==> src/rtl/mfps_pkg.sv <==
package mfps_pkg;

	// Payload widths
	localparam int ELEM_W = 16;
	localparam int SUM_W  = 24;
	localparam int OUT_W  = 23;

	// Configuration port
	localparam int CFG_W    = 8;
	localparam int APB_DW   = 32;
	localparam int ADDR_W   = 3;
	localparam int REG_IDX_W = ADDR_W - 2;

	// Register indexes
	localparam logic [REG_IDX_W-1:0] REG_MATRIX_SIDE = '0;

	// Defaults
	localparam int MAX_SIDE_DEF = 128;
	localparam int SIDE_RESET   = 128;

	typedef logic signed [SUM_W-1:0] sum_t;

	// Largest positive partial sum, start value of the running minimum
	localparam sum_t SUM_MAX_POS = {1'b0, {(SUM_W-1){1'b1}}};

endpackage

==> src/rtl/mfps_cell.sv <==
module mfps_cell (
	input  logic              clk,
	input  logic              shift,
	input  logic              load,
	input  mfps_pkg::sum_t    fresh,
	input  mfps_pkg::sum_t    prev,
	output mfps_pkg::sum_t    held
);
	import mfps_pkg::*;

	sum_t best_q;

	// Take the new sum at the injection point, else pass the neighbor along
	always_ff @(posedge clk) begin
		if (shift) begin
			best_q <= load ? fresh : prev;
		end
	end

	assign held = best_q;

endmodule

==> config.mk <==
export PLATFORM = sky130hd
export DESIGN_NAME = mfps_cell
export DESIGN_NICKNAME = d
export VERILOG_FILES = /design/src/rtl/mfps_pkg.sv /design/src/rtl/mfps_cell.sv
export SDC_FILE = /design/constraint.sdc
export NUM_CORES = 1
export LEC_CHECK = 0
export BUFFER_PORTS_ARGS = -buffer_cell sky130_fd_sc_hd__buf_2
export CAP_MARGIN = 20
export CORE_MARGIN = 4
export CORE_UTILIZATION = 33
export DETAILED_ROUTE_END_ITERATION = 10
export PLACE_DENSITY = 0.77
export SYNTH_ARGS = -nofsm -noshare
export SYNTH_HDL_FRONTEND = slang
export SYNTH_SLANG_ARGS = --single-unit
==> constraint.sdc <==
create_clock -name clk -period 2 [get_ports clk]
set_input_delay 0.3 -clock clk [delete_from_list [all_inputs] [get_ports clk]]
set_output_delay 0.3 -clock clk [all_outputs]
set_load 0.05 [all_outputs]
==> results of run 1 <==
==> placed cells by master (no fill, tap or decap) <==
cell and n:
sky130_fd_sc_hd__clkbuf_4 3, sky130_fd_sc_hd__mux2_2 4, sky130_fd_sc_hd__edfxtp_1 24, sky130_fd_sc_hd__buf_12 1
sky130_fd_sc_hd__mux2_4 20, sky130_fd_sc_hd__buf_2 74
==> power by group through the flow <==
stage               sequential, mW  clock, mW  combinational [mW]
floorplan                    0.794          0              0.0794
global placement             0.628          0               0.339
detailed placement           0.629          0               0.344
CTS                          0.617      0.206               0.345
global route                 0.620      0.227               0.356
finish                       0.616      0.198               0.340
==> logic make-up after synthesis <==
family,count (synthesis),share of synthesized area (%)
buf+inv,3,4.59
mux,24,30.9
flops,24,64.5
==> layer usage <==
layer	track usage, %	vias up
met5	0	-
li1	-	350
met2	19.3	40
met4	5.33	0
met1	9.11	319
met3	1.87	2
==> area by class of cell <==
type | instances | area [sq um]
clock buffers | 3 | 22.5
fillers | 289 | 1620
multi-input cells | 24 | 345
flip-flops and latches | 24 | 721
well taps | 44 | 55.1
repair buffers | 75 | 390
==> stage by stage <==
step	setup WS (ns)	util (%)	std cells	cell area [sq um]	hold WS [ns]
detailed placement	0.574	47.9	167	1510	0.604
global route	0.738	48.7	170	1530	0.267
CTS	0.765	48.7	170	1530	0.280
floorplan	0.901	-	51	1120	0.412
global placement	0.619	47.9	167	1510	0.602
finish	0.792	48.7	170	1530	0.292
==> final timing paths <==
check	to	slack [ns]
worst min-delay path	held[12]	0.29
worst max-delay path	held[13]	0.79
==> cell usage after synthesis <==
| cell type | count |
|---|---|
| sky130_fd_sc_hd__buf_6 | 1 |
| sky130_fd_sc_hd__mux2_4 | 20 |
| sky130_fd_sc_hd__buf_12 | 2 |
| sky130_fd_sc_hd__mux2_2 | 4 |
| sky130_fd_sc_hd__edfxtp_1 | 24 |
==> reports/summary.log, run 1 <==
qor: clock_network.post_cts_resized 0
qor: floorplanning.die_y 66.2 um
qor: job.timing.max_cap.violations 0
qor: route.drt-initial-drc-count 26
qor: critical_path.critical-path-top-delay-family flip-flops
qor: clock_network.ctsLongestPathBuffers 2
qor: worst_hold_path.worstHoldPathType in -> reg
qor: pwr.comb_power_share 29.5%
qor: global_route.grt_pass1_wl 3.15 mm
qor: critical_path.timing_worst_setup_path_type reg -> out
qor: finish.drive_gt1_share 81.0%
qor: synth.synthesis.yosys.warnings 0
qor: floorplanning.top_level_ports 75
qor: finish.area_growth_syn_to_layout 37.3%
qor: timing.slew_headroom 65.7%
qor: clock_network.cts_tree done
qor: clock_network.cts.hold.buffers_added 0
qor: finish.diodes 0
qor: route.routedLengthMet1 809 um
qor: synth.syn-mean-instance-area 21.9 sq um
qor: floorplanning.fp.dieArea 0.00438 sq mm
qor: synth.synth.top_cell.area_share 64.5%
qor: worst_hold_path.worst_hold_startpoint prev[12]
qor: synth.synth-seq-cells 24
qor: global_route.grt_antenna_before_repair 0
qor: route.firstDrtPassIters 2
qor: finish.num-nets-final 179
qor: critical_path.worst_setup_path_startpoint held[13]
qor: critical_path.timing.critical_path.required 1.70 ns
qor: critical_path.critical_path_depth 1
qor: timing.rsz0062_at_grt false
qor: clock_network.cts.root.buffer_cell sky130_fd_sc_hd__clkbuf_4
qor: pwr.p_per_area 752 mW/mm^2
qor: timing.max_slew_violation_count 0
qor: clock_network.clock_tree.htree_level_count 1
qor: floorplanning.floorplan.die.width 66.2 um
qor: clock_network.tritoncts_num_sinks 24
qor: route.antenna_left 0
qor: critical_path.critical_path.cell_chain buf_2
qor: floorplanning.coreArea 0.00315 sq mm
qor: synth.post_synth_inst_count 51
qor: pwr.power_switching 0.358 mW
qor: pwr.internal 0.797 mW
qor: global_route.globalRouteTotalUtil 9.77%
qor: synth.synth.largest_area_cell sky130_fd_sc_hd__edfxtp_1
qor: floorplanning.fp-row-count 20
qor: route.vias_per_cell 4.18
qor: timing.min_period_over_period 60.4%
qor: route.route.detailed.drc 0
qor: synth.synth.cell_area 0.00112 sq mm
qor: timing.worst_slew_pin_slew 0.514 ns
qor: critical_path.max_stage_delay 0.39 ns
qor: route.routed_wire_per_std_cell 13.6 um
qor: critical_path.cp_data_arrival_time 0.91 ns
qor: critical_path.critical_path.endpoint_type primary output
qor: timing.fin_setup_tns 0 ns
qor: clock_network.tritoncts.num_buffers 3
qor: synth.ys_types 5
qor: place.gp_congestion 0.681
qor: global_route.grt.overflow.total 0
qor: route.routed-via-count 711
qor: clock_network.post_cts_buffers 0
qor: route.met3_length 275 um
qor: route.wl_met2 1.20 mm
qor: place.portBuffers 74
qor: clock_network.cts.clk_slew.worst_paths 0.12 ns
qor: place.dpl.hpwl 1.88 mm
qor: timing.finalWorstPathRequiredPeriod 1.21 ns
qor: run_status.status completed
qor: pwr.design_power_total 1.15 mW
qor: critical_path.critical_path_buf_inv_count 1
qor: synth.synth_area_leaders sky130_fd_sc_hd__edfxtp_1 (65%), sky130_fd_sc_hd__mux2_4 (27%), sky130_fd_sc_hd__mux2_2 (4.0%)
qor: critical_path.biggest_fanout_along_the_worst_timing_path 1
qor: critical_path.worst_path_max_delay_cell sky130_fd_sc_hd__edfxtp_1
qor: timing.hold_viol 0
qor: pwr.power.leakage 0.729 nW
qor: floorplanning.initial_utilization 35.4%
qor: pwr.peakVddDrop 203 uV
qor: finish.largest_register_ffs 24
qor: synth.synth.yosys.seq_area_share 64.5%
qor: worst_hold_path.worst_hold_path.num_cells 2
qor: timing.setup_violations 0
qor: critical_path.startpoint_type flop
qor: pwr.power_frac_clock 17.2%
qor: global_route.grt_max_degree 25
qor: route.total_detailed_routing_wirelength 2.31 mm
qor: synth.postSynthNetCount 102
qor: route.dr.max_layer_used met4
qor: pwr.power.share.sequential 53.4%
qor: timing.fmax 828 MHz
qor: pwr.p_sw_share 31.0%
qor: global_route.grt_pass1_vias 697
Power figures use the tool's default switching activity.
==> run 2, diff against run 1 <==
==> constraint.sdc (replaced) <==
create_clock -name clk -period 1.2 [get_ports clk]
set_input_delay 0.18 -clock clk [delete_from_list [all_inputs] [get_ports clk]]
set_output_delay 0.18 -clock clk [all_outputs]
set_load 0.05 [all_outputs]
==> run 2 against run 1 <==
Power rose by 70%; cell area rose by 2.9%; core utilization rose by 1.4 points; clock power rose by 77%; cell count rose by 1.8%; count of clock-buffer cells in the layout did not move; critical path depth did not move; die area did not move.
==> reports/summary.log, run 2 (synthesized netlist as in run 1, its figures left out) <==
qor: clock_network.post_cts_resized 0 [unchanged]
qor: floorplanning.initial_utilization 35.4% [unchanged]
qor: pwr.design_power_total 1.96 mW [was 1.15 mW]
qor: critical_path.timing.critical_path.required 1.02 ns [was 1.70 ns]
qor: finish.post-route-cell-area 0.00158 sq mm [was 0.00153 sq mm]
qor: floorplanning.fp-row-count 20 [unchanged]
qor: route.routed-via-count 750 [was 711]
qor: critical_path.worst_setup_path_startpoint held[14] [was held[13]]
qor: route.drt-initial-drc-count 34 [was 26]
qor: floorplanning.die_y 66.2 um [unchanged]
qor: clock_network.ctsLongestPathBuffers 2 [unchanged]
qor: clock_network.tritoncts_num_sinks 24 [unchanged]
qor: timing.min_period_over_period 92.5%
qor: global_route.globalRouteTotalUtil 10.9% [was 9.77%]
qor: critical_path.worst_path_max_delay_cell sky130_fd_sc_hd__edfxtp_1 [unchanged]
qor: pwr.p_per_area 1240 mW/mm^2 [was 752 mW/mm^2]
qor: route.total_detailed_routing_wirelength 2.47 mm [was 2.31 mm]
qor: finish.most_common_cell_after_layout_fill_and_taps_aside sky130_fd_sc_hd__buf_2 [unchanged]
qor: timing.slew_headroom 82.3% [was 65.7%]
qor: global_route.grt.overflow.total 0 [unchanged]
qor: pwr.peakVddDrop 412 uV [was 203 uV]
qor: floorplanning.floorplan.die.width 66.2 um [unchanged]
qor: worst_hold_path.worst_hold_path.num_cells 2 [unchanged]
qor: timing.worst_slack 0.0896 ns [was 0.792 ns]
qor: finish.mostFrequentLayoutCells sky130_fd_sc_hd__buf_2 (74), sky130_fd_sc_hd__edfxtp_1 (24), sky130_fd_sc_hd__mux2_4 (20) [unchanged]
qor: critical_path.critical-path-top-delay-family flip-flops [unchanged]
qor: timing.fin_setup_tns 0 ns [unchanged]
qor: finish.largest_register_ffs 24 [unchanged]
qor: place.dpl-instance-area 0.00155 sq mm [was 0.00151 sq mm]
qor: floorplanning.coreArea 0.00315 sq mm [unchanged]
qor: route.route.detailed.drc 0 [unchanged]
qor: floorplanning.top_level_ports 75 [unchanged]
qor: timing.max_slew_violation_count 0 [unchanged]
qor: critical_path.max_stage_delay 0.36 ns [was 0.39 ns]
qor: job.timing.max_cap.violations 0 [unchanged]
qor: timing.setup_violations 0 [unchanged]
qor: clock_network.cts_tree done [unchanged]
qor: timing.worst_slew_pin_slew 0.267 ns [was 0.514 ns]
qor: run_status.status completed [unchanged]
qor: place.portBuffers 74 [unchanged]
qor: clock_network.cts.root.buffer_cell sky130_fd_sc_hd__clkbuf_4 [unchanged]
qor: floorplanning.fp.dieArea 0.00438 sq mm [unchanged]
qor: place.dpl.hpwl 2.01 mm [was 1.88 mm]
qor: clock_network.cts.hold.buffers_added 0 [unchanged]
qor: route.antenna_left 0 [unchanged]
qor: clock_network.tritoncts.num_buffers 3 [unchanged]
qor: route.firstDrtPassIters 2 [unchanged]
qor: finish.num-nets-final 181 [was 179]
qor: finish.post_layout_nonfiller_instances 173 [was 170]
qor: place.pre_cts_ws 0.119 ns [was 0.574 ns]
qor: worst_hold_path.hold_path_end held[11] [was held[12]]
qor: critical_path.critical_path_buf_inv_count 1 [unchanged]
qor: finish.drive_gt1_share 80.6% [was 81.0%]
qor: timing.fmax 901 MHz
qor: global_route.grt_max_degree 25 [unchanged]
qor: route.vias_per_cell 4.34 [was 4.18]
qor: worst_hold_path.worst_hold_startpoint prev[11] [was prev[12]]
qor: place.gp_congestion 0.738 [was 0.681]
qor: finish.diodes 0 [unchanged]
qor: critical_path.cp_data_arrival_time 0.93 ns [was 0.91 ns]
qor: timing.rsz0062_at_grt false [unchanged]
qor: clock_network.cts.clk_slew.worst_paths 0.13 ns [was 0.12 ns]
qor: finish.final.fill_count 292 [was 289]
qor: finish.area_growth_syn_to_layout 41.2% [was 37.3%]
qor: route.routed_wire_per_std_cell 14.3 um [was 13.6 um]
qor: critical_path.critical_path.endpoint_type primary output [unchanged]
qor: global_route.grt_pass1_wl 3.52 mm [was 3.15 mm]
qor: clock_network.post_cts_buffers 0 [unchanged]
qor: global_route.grt_pass1_vias 771 [was 697]
qor: pwr.power.leakage 0.749 nW [was 0.729 nW]
qor: timing.hold_viol 0 [unchanged]
qor: place.dpl.cell_count 169 [was 167]
qor: critical_path.critical_path_depth 1 [unchanged]
qor: clock_network.clock_tree.htree_level_count 1 [unchanged]
qor: critical_path.critical_path.cell_chain buf_2 [unchanged]
qor: critical_path.timing_worst_setup_path_type reg -> out [unchanged]
qor: critical_path.startpoint_type flop [unchanged]
qor: critical_path.biggest_fanout_along_the_worst_timing_path 1 [unchanged]
qor: global_route.grt_antenna_before_repair 0 [unchanged]
qor: worst_hold_path.worstHoldPathType in -> reg [unchanged]
qor: timing.finalWorstPathRequiredPeriod 1.11 ns
## run 2: changes by cell type in the layout (fill, tap and decap cells not counted)
cell and delta:
sky130_fd_sc_hd__buf_12 +2, sky130_fd_sc_hd__clkinv_1 +1
## run 2: per-layer routing
metal	up-vias	global-route usage, %	routed length, um
met2	40	20.6	1300
met1	353	11.8	923
met5	-	0	0
met3	2	0.340	218
met4	0	6.85	27
li1	355	-	-
## run 2: area by class of cell
type	instances	area (sq um)	area share (%)
Timing Repair Buffer	77	430	27.3
Clock inverter	1	3.75	0.238
Multi-Input combinational cell	24	345	21.9
Clock buffer	3	22.5	1.43
Tap cell	44	55.1	3.49
Sequential cell	24	721	45.7
## run 2: power by group
group	switching (mW)	internal [mW]	leakage, nW	total [mW]
clock network	0.230	0.121	0.0154	0.351
registers	0.0162	1.01	0.235	1.03
logic	0.373	0.213	0.499	0.586
total	0.619	1.35	0.749	1.96
## run 2: metrics by stage
stage / utilization (%) / hold slack [ns]
6_report: 50.0 / 0.164
3_3_place_gp: 49.2 / 0.482
2_1_floorplan: - / 0.292
5_1_grt: 50.0 / 0.140
3_5_place_dp: 49.2 / 0.483
4_1_cts: 50.0 / 0.150
## run 2: worst max path at each step
stage	end
floorplan	held[10]
global placement	held[0]
detailed placement	held[23]
CTS	held[14]
global route	held[14]
finish	held[14]
==> run 3, diff against run 2 <==
--- a/config.mk
+++ b/config.mk
@@ -10,6 +10,7 @@
 export CORE_MARGIN = 4
 export CORE_UTILIZATION = 33
 export DETAILED_ROUTE_END_ITERATION = 10
+export MAX_ROUTING_LAYER = met4
 export PLACE_DENSITY = 0.77
 export SYNTH_ARGS = -nofsm -noshare
 export SYNTH_HDL_FRONTEND = slang
==> run 3 against run 2 <==
First-iteration DRC count unchanged; combinational power about the same; sequential power about the same; power about the same; sequential share of layout area unchanged; critical endpoint unchanged; largest power group unchanged; highest routed layer unchanged.
==> reports/summary.log, run 3 (synthesized netlist as in run 1, its figures left out) <==
qor: clock_network.post_cts_resized 0 [unchanged]
qor: clock_network.cts.hold.buffers_added 0 [unchanged]
qor: critical_path.biggest_fanout_along_the_worst_timing_path 1 [unchanged]
qor: floorplanning.initial_utilization 35.4% [unchanged]
qor: route.dr.max_layer_used met4 [unchanged]
qor: timing.fin_setup_tns 0 ns [unchanged]
qor: route.routedLengthMet1 927 um [was 923 um]
qor: timing.max_slew_violation_count 0 [unchanged]
qor: finish.most_common_cell_after_layout_fill_and_taps_aside sky130_fd_sc_hd__buf_2 [unchanged]
qor: clock_network.cts_tree done [unchanged]
qor: critical_path.timing_worst_setup_path_type reg -> out [unchanged]
qor: pwr.power.leakage 0.749 nW [unchanged]
qor: place.dpl.hpwl 2.01 mm [unchanged]
qor: critical_path.worst_path_max_delay_cell sky130_fd_sc_hd__edfxtp_1 [unchanged]
qor: finish.diodes 0 [unchanged]
qor: critical_path.critical_path.cell_chain buf_2 [unchanged]
qor: timing.hold_viol 0 [unchanged]
qor: route.routed-via-count 750 [unchanged]
qor: route.met3_length 213 um [was 218 um]
qor: run_status.status completed [unchanged]
qor: global_route.grt_antenna_before_repair 0 [unchanged]
qor: floorplanning.floorplan.die.width 66.2 um [unchanged]
qor: pwr.p_per_area 1240 mW/mm^2 [about the same]
qor: timing.setup_violations 0 [unchanged]
qor: route.total_detailed_routing_wirelength 2.47 mm [unchanged]
qor: finish.drive_gt1_share 80.6% [unchanged]
qor: pwr.peakVddDrop 412 uV [unchanged]
qor: clock_network.ctsLongestPathBuffers 2 [unchanged]
qor: place.portBuffers 74 [unchanged]
qor: clock_network.post_cts_buffers 0 [unchanged]
qor: finish.largest_register_ffs 24 [unchanged]
qor: route.routed_wire_per_std_cell 14.3 um [unchanged]
qor: critical_path.startpoint_type flop [unchanged]
qor: job.timing.max_cap.violations 0 [unchanged]
qor: global_route.grt.overflow.total 0 [unchanged]
qor: floorplanning.coreArea 0.00315 sq mm [unchanged]
qor: global_route.grt_pass1_vias 771 [unchanged]
qor: critical_path.critical_path.endpoint_type primary output [unchanged]
qor: floorplanning.fp.dieArea 0.00438 sq mm [unchanged]
qor: global_route.grt_max_degree 25 [unchanged]
qor: clock_network.cts.clk_slew.worst_paths 0.13 ns [about the same]
qor: floorplanning.top_level_ports 75 [unchanged]
qor: critical_path.timing.critical_path.required 1.02 ns [about the same]
qor: floorplanning.fp-row-count 20 [unchanged]
qor: clock_network.tritoncts.num_buffers 3 [unchanged]
qor: critical_path.cp_data_arrival_time 0.93 ns [about the same]
qor: timing.finalWorstPathRequiredPeriod 1.11 ns [unchanged]
qor: clock_network.clock_tree.htree_level_count 1 [unchanged]
qor: place.gp_congestion 0.747 [was 0.738]
qor: timing.rsz0062_at_grt false [unchanged]
qor: worst_hold_path.worstHoldPathType in -> reg [unchanged]
qor: finish.post_layout_nonfiller_instances 173 [unchanged]
qor: timing.fmax 901 MHz [unchanged]
qor: clock_network.tritoncts_num_sinks 24 [unchanged]
qor: critical_path.critical_path_buf_inv_count 1 [unchanged]
qor: route.wl_met2 1.30 mm [unchanged]
qor: floorplanning.die_y 66.2 um [unchanged]
qor: clock_network.cts.root.buffer_cell sky130_fd_sc_hd__clkbuf_4 [unchanged]
qor: critical_path.critical-path-top-delay-family flip-flops [unchanged]
qor: route.antenna_left 0 [unchanged]
qor: timing.worst_slew_pin_slew 0.267 ns [unchanged]
qor: finish.area_growth_syn_to_layout 41.2% [unchanged]
qor: route.vias_per_cell 4.34 [unchanged]
qor: route.drt-initial-drc-count 34 [unchanged]
qor: global_route.grt_pass1_wl 3.52 mm [unchanged]
qor: place.dpl.cell_count 169 [unchanged]
qor: finish.mostFrequentLayoutCells sky130_fd_sc_hd__buf_2 (74), sky130_fd_sc_hd__edfxtp_1 (24), sky130_fd_sc_hd__mux2_4 (20) [unchanged]
qor: timing.slew_headroom 82.3% [unchanged]
qor: pwr.design_power_total 1.96 mW [about the same]
qor: timing.min_period_over_period 92.5% [unchanged]
qor: global_route.globalRouteTotalUtil 11.3% [was 10.9%]
qor: route.firstDrtPassIters 2 [unchanged]
qor: critical_path.max_stage_delay 0.36 ns [about the same]
qor: finish.num-nets-final 181 [unchanged]
qor: route.route.detailed.drc 0 [unchanged]
run 3: routing by layer:
metal | track usage (%) | vias up
met4 | 6.85 | 0
li1 | - | 355
met1 | 12.2 | 353
met3 | 0.170 | 2
met2 | 20.4 | 40
met5 | - | -
run 3: area by class of cell:
cell class                 count  area, sq um
sequential                    24          721
fill                         292         1580
clock inverter                 1         3.75
clock buffer                   3         22.5
timing repair buffer          77          430
multi-input combinational     24          345
tap                           44         55.1
run 3: through the flow:
stage          area [sq um]  utilization [%]  setup slack [ns]  hold slack (ns)
5_1_grt                1580             50.0            0.0453            0.140
4_1_cts                1580             50.0            0.0653            0.150
3_3_place_gp           1550             49.2             0.143            0.482
3_5_place_dp           1550             49.2             0.119            0.483
6_report               1580             50.0            0.0896            0.164
2_1_floorplan          1120                -             0.221            0.292
run 3: power breakdown:
| group | internal, mW | switching [mW] |
|---|---|---|
| clock | 0.121 | 0.230 |
| combinational | 0.213 | 0.373 |
| sequential | 1.01 | 0.0162 |
run 3: worst paths after layout:
| check | start | endpoint | slack, ns | cells past startpoint |
|---|---|---|---|---|
| setup / recovery | held[14] | held[14] | 0.09 | 1 |
| hold / removal | prev[11] | held[11] | 0.16 | 2 |
